$ cat src/design/sbad_pkg.sv
// Shared types and constants for the spectrogram box-average decimator.
// No dependencies; used by sbad_div and the core top level.
package sbad_pkg;

    // default sizes
    localparam int ACC_DEPTH_DEF   = 4096;
    localparam int SAMPLE_BITS_DEF = 32;

    // fixed field widths
    localparam int SUM_W     = 48;   // box accumulator width
    localparam int AVG_W     = 32;   // output average width
    localparam int DIVISOR_W = 17;   // widest divisor (factor product up to 65536)
    localparam int SHORT_OPS = 17;   // quotient bits for index and setup divides
    localparam int CFG_W     = 17;   // widest configuration register
    localparam int CFG_IDX_W = 3;

    // configuration register indexes
    typedef enum logic [CFG_IDX_W-1:0] {
        REG_TIME_FACTOR = 3'd0,
        REG_FREQ_FACTOR = 3'd1,
        REG_TIME_OFFSET = 3'd2,
        REG_FREQ_OFFSET = 3'd3,
        REG_ROW_POINTS  = 3'd4,
        REG_CHANNELS    = 3'd5,
        REG_TOTAL_ROWS  = 3'd6
    } t_cfg_reg;

    // sequencer states
    typedef enum logic [3:0] {
        S_IDLE,
        S_CFG_NF,
        S_CFG_NT,
        S_CFG_LIM,
        S_QDIV,
        S_READ,
        S_ACC,
        S_AVG,
        S_HOLD
    } t_state;

    // divider command
    typedef struct packed {
        logic start;
        logic long_op;   // full 48 quotient bits instead of SHORT_OPS
    } t_div_ctl;

endpackage

$ cat src/design/sbad_div.sv
// Restoring unsigned divider, one quotient bit per cycle.
// Depends on sbad_pkg for widths and the command struct.
module sbad_div (
    input  logic                               i_clk,
    input  logic                               i_rst_n,
    input  sbad_pkg::t_div_ctl                 i_ctl,
    input  logic [sbad_pkg::SUM_W-1:0]         i_dividend,
    input  logic [sbad_pkg::DIVISOR_W-1:0]     i_divisor,
    output logic                               o_done,
    output logic [sbad_pkg::SUM_W-1:0]         o_quot,
    output logic [sbad_pkg::DIVISOR_W-1:0]     o_rem
);

    localparam int DW    = sbad_pkg::SUM_W;
    localparam int VW    = sbad_pkg::DIVISOR_W;
    localparam int CW    = $clog2(DW + 1);
    localparam int SHIFT = DW - sbad_pkg::SHORT_OPS;

    logic          r_busy;
    logic          r_done;
    logic [CW-1:0] r_cnt;
    logic [DW-1:0] r_a;
    logic [VW-1:0] r_rem;
    logic [VW-1:0] r_div;

    logic [VW:0] trial;
    logic [VW:0] diff;
    logic        fits;

    // one restoring step
    always_comb begin
        trial = {r_rem, r_a[DW-1]};
        diff  = trial - {1'b0, r_div};
        fits  = (trial >= {1'b0, r_div});
    end

    // control
    always_ff @(posedge i_clk) begin
        if (!i_rst_n) begin
            r_busy <= 1'b0;
            r_done <= 1'b0;
            r_cnt  <= '0;
        end else begin
            r_done <= 1'b0;
            if (i_ctl.start) begin
                r_busy <= 1'b1;
                r_cnt  <= i_ctl.long_op ? CW'(DW) : CW'(sbad_pkg::SHORT_OPS);
            end else if (r_busy) begin
                r_cnt <= r_cnt - CW'(1);
                if (r_cnt == CW'(1)) begin
                    r_busy <= 1'b0;
                    r_done <= 1'b1;
                end
            end
        end
    end

    // datapath; a short divide starts with the dividend pre-aligned
    always_ff @(posedge i_clk) begin
        if (i_ctl.start) begin
            r_a   <= i_ctl.long_op ? i_dividend : (i_dividend << SHIFT);
            r_rem <= '0;
            r_div <= i_divisor;
        end else if (r_busy) begin
            r_a   <= {r_a[DW-2:0], fits};
            r_rem <= fits ? diff[VW-1:0] : trial[VW-1:0];
        end
    end

    assign o_done = r_done;
    assign o_quot = r_a;
    assign o_rem  = r_rem;

endmodule

$ cat config.mk
export PLATFORM = sky130hd
export DESIGN_NAME = sbad_div
export DESIGN_NICKNAME = d
export VERILOG_FILES = /design/src/design/sbad_pkg.sv /design/src/design/sbad_div.sv
export SDC_FILE = /design/constraint.sdc
export NUM_CORES = 1
export LEC_CHECK = 0
export BUFFER_PORTS_ARGS = -buffer_cell sky130_fd_sc_hd__buf_2
export CAP_MARGIN = 25
export CORE_MARGIN = 4
export CORE_UTILIZATION = 35
export CTS_BUF_LIST = sky130_fd_sc_hd__clkbuf_4
export DETAILED_ROUTE_END_ITERATION = 10
export GPL_ROUTABILITY_DRIVEN = 0
export GPL_TIMING_DRIVEN = 0
export SETUP_SLACK_MARGIN = 0.2
export SYNTH_ARGS = -nofsm -noshare
export SYNTH_HDL_FRONTEND = slang
export SYNTH_SLANG_ARGS = --single-unit
$ cat constraint.sdc
create_clock -name i_clk -period 5.4 [get_ports i_clk]
set_input_delay 1.08 -clock i_clk [delete_from_list [all_inputs] [get_ports i_clk]]
set_output_delay 1.08 -clock i_clk [all_outputs]
set_load 0.01 [all_outputs]
Yosys cells after proc, flatten, opt, wreduce, memory -nomap -nowiden. Cells that the tools add are included.

Register bits after elaboration: 90. Input bits: 69. Word-level logic and storage cells: 25.

Add/sub/neg operators: 2. Order comparisons: 1. Eq/ne operators: 1. Multiplexer cells: 11. Bitwise operators: 2. Reduce and logical (&&, ||, !) cells: 2.

Operators with widths (number): 48-bit 2-to-1 mux (3); 18-bit by 17-bit greater-or-equal comparator with 1-bit output (1); 6-bit 2-to-1 mux (3); 17-bit 2-to-1 mux (1); 17-bit subtractor (1); 6-bit by 1-bit equality test with 1-bit output (second input constant) (1); 6-bit by 1-bit subtractor with 6-bit output (second input constant) (1); 1-bit 2-to-1 mux (4); 3-bit OR reduction (1); 1-bit inverter (2); 2-bit nonzero test (1).

Depth between registers and ports, before layout.
Depth after elaboration: 4. Mapped depth: 11.

Least setup slack after synthesis. Ideal clock, no wire load.

Path kind: in2reg. From: input i_ctl[1] in the netlist's numbering. To: register r_a[0] (netlist: o_quot[0]) (enable). Library setup time: 402 ps. Data arrival time: 2507 ps. Setup slack: 2490 ps. Cell stages on the path: 4. Buffers on the path: 2. Cell sequence: clkbuf_1 > nor2_1 > clkbuf_1 > inv_1.

Cells in the longest elaborated chain, start to end: 1.

RTL lines: start, declared (RTL line sbad_div.sv:6) `input sbad_pkg::t_div_ctl i_ctl,`; 2-bit nonzero test (no source line); end signal, assigned (RTL line sbad_div.sv:61) `r_a <= i_ctl.long_op ? i_dividend : (i_dividend << SHIFT);`; end signal, assigned (RTL line sbad_div.sv:65) `r_a <= {r_a[DW-2:0], fits};`; end, declared (RTL line sbad_div.sv:22) `logic [DW-1:0] r_a;`.

Every way passes these cells. A chain may end at the register's enable or synchronous reset.

Worst setup path in the final report.
From: register r_a[47] (netlist: o_quot[47]). To: register r_rem[1] (netlist: o_rem[1]).

Cells in the longest elaborated chain, start to end: 2.

RTL lines: 17-bit subtractor or 18-bit by 17-bit greater-or-equal comparator with 1-bit output (tied branches) (RTL line sbad_div.sv:33, sbad_div.sv:34); 17-bit 2-to-1 mux (*) (RTL line sbad_div.sv:66) `r_rem <= fits ? diff[VW-1:0] : trial[VW-1:0];`; end signal, assigned (RTL line sbad_div.sv:66); end, declared (RTL line sbad_div.sv:23) `logic [VW-1:0] r_rem;`.

Mark *: on every way between the ends. The rest lies on a longest branch, timed or not.

==> impl_metrics.csv <==
group,metric,value,unit
status,outcome,"complete, no violations",
yosys,synth-seq-cells,90,
clock_tree,cts_max_level,3,
die,coreArea,0.0133,sq mm
placed_design,io_buffers,133,
worst_setup_path,cp_max_fo,10,
routing,vias,4053,
clock_tree,postCtsSetupBuffers,0,
job,drv_cap,0,
die,die_area,0.0156,sq mm
routing,drcViolationCount,0,
worst_setup_path,rrSetupSlack,2.67,ns
sta,min_period,2.73,ns
sta,rsz0062_at_grt,"no",
clock_tree,clock_path_buffers,2,
yosys,syn_avg_cell_area,9.68,sq um
pwr,ir_drop,0.000119,V
sta,slew_headroom,53.8,%
yosys,yosys_warnings,0,
placed_design,place_inst,803,
layout,fin_nets,727,
sta,fmax,366,MHz
worst_setup_path,ff2ff_path_depth,11,
sta,final.period_utilization,50.6,%
die,initial_core_util,35.9,%
die,rows,42,
layout,antenna_cells,0,
worst_setup_path,endpoint,"o_rem[1]$_SDFFE_PP0P_",
worst_setup_path,timing.rr.start,"o_quot[47]$_DFFE_PP_",
die,die_x,125,microns
global_routing,grt_overflow,0,
sta,fin_worst_skew,0.0189,ns
routing,vias_per_cell,4.95,
worst_hold_path,hold_class,"reg2reg",
yosys,syn-cell-area,0.00477,sq mm
clock_tree,cts_hold_buf,0,
yosys,synth-async-reset-ratio,0,%
global_routing,grt_pass1_wl,19500,microns
routing,drtIter0Drc,267,
clock_tree,clkSlewWorstSetupHoldPaths,0.14,ns
global_routing,grt_max_degree,47,
routing,wl_per_cell,15.0,microns
pwr,power_density,267,mW/mm^2
sta,slew_violations,0,
global_routing,grt_usage,15.3,%
sta,hold_violations,0,
die,pin_count,135,
global_routing,grt_antenna_before_repair,0,
worst_setup_path,endpoint_kind,"flip-flop",
yosys,synth_cell_type_count,49,
sta,holdWs,0.504,ns
worst_setup_path,start_kind,"flip-flop",
sta,finalSetupViolations,0,
clock_tree,cts_tree,"built",
yosys,syn_inst,493,
clock_tree,clock-sinks,90,
clock_tree,clock_latency,0.45,ns
clock_tree,cts.repair.resized,0,
layout,utilization,43.7,%
routing,ant_nets,0,
worst_setup_path,critPathLaunch,"o_quot[47]$_DFFE_PP_",
clock_tree,cts-root-buf,"clkbuf_4",
worst_setup_path,critical_path_class,"reg2reg",
worst_setup_path,arrival,3.10,ns
yosys,syn_nets,582,
pwr,p_leak,2.57,nW
worst_setup_path,r2r-end,"o_rem[1]$_SDFFE_PP0P_",
sta,fin_tns_setup,0,ns
sta,worst-slew-pin-transition,0.693,ns
layout,area_growth,21.8,%
global_routing,grt_pass1_vias,3914,
die,dieHeight,125,microns
clock_tree,numCtsBuffers,9,
yosys,synth-main-ff-cell,"edfxtp_1",
layout,final_cell_count_no_fill,819,
layout,post_route_cells_drive_above_1_share,26.3,%
routing,first_pass_iters,5,
routing,drt-total-wl,12300,microns
layout,layout_common_cells,"buf_2, edfxtp_1, nand2_1, inv_1, nor2_1",
yosys,synth_edf_count,65,
layout,final_common_cell,"buf_2",
worst_setup_path,critPathRequiredTime,5.77,ns
yosys,seq_area_frac_synth,51.4,%
pwr,power.total,1.55,mW
placed_design,hpwl,9510,microns
[cell families after synthesis]
group,Yosys count,synth area share (%)
and+or+nand+nor,144,13.3
adders and majority gates,20,5.40
xor gates and xnor gates,19,3.49
buffers and inverters,85,7.05
AOI/OAI and AO/OA,117,15.5
muxes,18,3.78
DFF,90,51.4
[metrics by stage]
stage	instance area [sq um]	setup WS (ns)
4_1_cts	5810	2.62
3_5_place_dp	5680	2.18
5_1_grt	5810	2.40
2_1_floorplan	4770	2.49
3_3_place_gp	5660	1.35
6_report	5810	2.67
[cell usage after synthesis, drive strengths merged (2+ instances only)]
cell    count  area [sq um]
and2        2          12.5
nor3        4          20.0
nand2b      5          31.3
clkbuf     17          65.1
o311ai      2          17.5
o21a        3          22.5
a311oi      7          61.3
mux2i      18           180
nand3      16          80.1
o31ai       3          27.5
o21ai      43           215
a32oi       6          52.6
buf        13          65.1
a211oi      2          20.0
or3         2          12.5
o21bai      4          30.0
nand2      60           225
a21oi      36           184
edfxtp     65          1950
o211ai      3          27.5
dfxtp      25           500
nand4       5          31.3
nor2       42           158
xnor2      12           105
xor2        7          61.3
and4        4          37.5
ha         19           238
nor2b       2          12.5
inv        55           206
[power by group]
group	switching, mW	internal [mW]
combinational	0.190	0.132
sequential	0.0366	0.811
clock	0.241	0.143
[routing by layer]
metal	track usage, %	vias to the layer above	part of all wire (%)
met5	0	-	0
met4	5.16	0	1.5
met3	3.90	14	8.3
met2	24.9	153	46
met1	19.8	1874	45
li1	-	2012	-
[sequential cells by signal (all words and copies together), names as in the netlist]
name and cells:
r_cnt 6, r_div 17, o_rem 17, r_busy 1
o_quot 48, o_done 1
[cell type report]
cell class              count  area [sq um]
fillers                  1321          7480
flip-flops and latches     90          2450
multi-input cells         318          1980
repair buffers            134           686
well taps                 176           220
inverters                  55           206
plain buffers              30           130
clock buffers              10          75.1
clock inverters             6          58.8
[worst max-delay path, stage by stage, from the launching register on]
cell and delay [ns]:
edfxtp_1 0.46, inv_1 0.08, ha_1 0.17, inv_1 0.05, fa_1 0.40, a21oi_1 0.24, o211ai_2 0.22, a211oi_2 0.35
o31a_4 0.19, buf_4 0.17, nand2_1 0.07, a311oi_1 0.26
[worst min path at each step]
stage                               start                    end  slack [ns]  depth (start not counted)
floorplan           r_cnt[1]$_SDFFE_PN0P_  r_cnt[1]$_SDFFE_PN0P_        0.47                          2
global placement    r_cnt[1]$_SDFFE_PN0P_  r_cnt[1]$_SDFFE_PN0P_        0.48                          2
detailed placement  r_cnt[1]$_SDFFE_PN0P_  r_cnt[1]$_SDFFE_PN0P_        0.49                          2
CTS                 r_cnt[1]$_SDFFE_PN0P_  r_cnt[1]$_SDFFE_PN0P_        0.51                          2
global route        r_cnt[1]$_SDFFE_PN0P_  r_cnt[1]$_SDFFE_PN0P_        0.53                          2
finish              r_cnt[1]$_SDFFE_PN0P_  r_cnt[1]$_SDFFE_PN0P_        0.50                          2
Note: power is estimated with default switching activity, not from simulation.
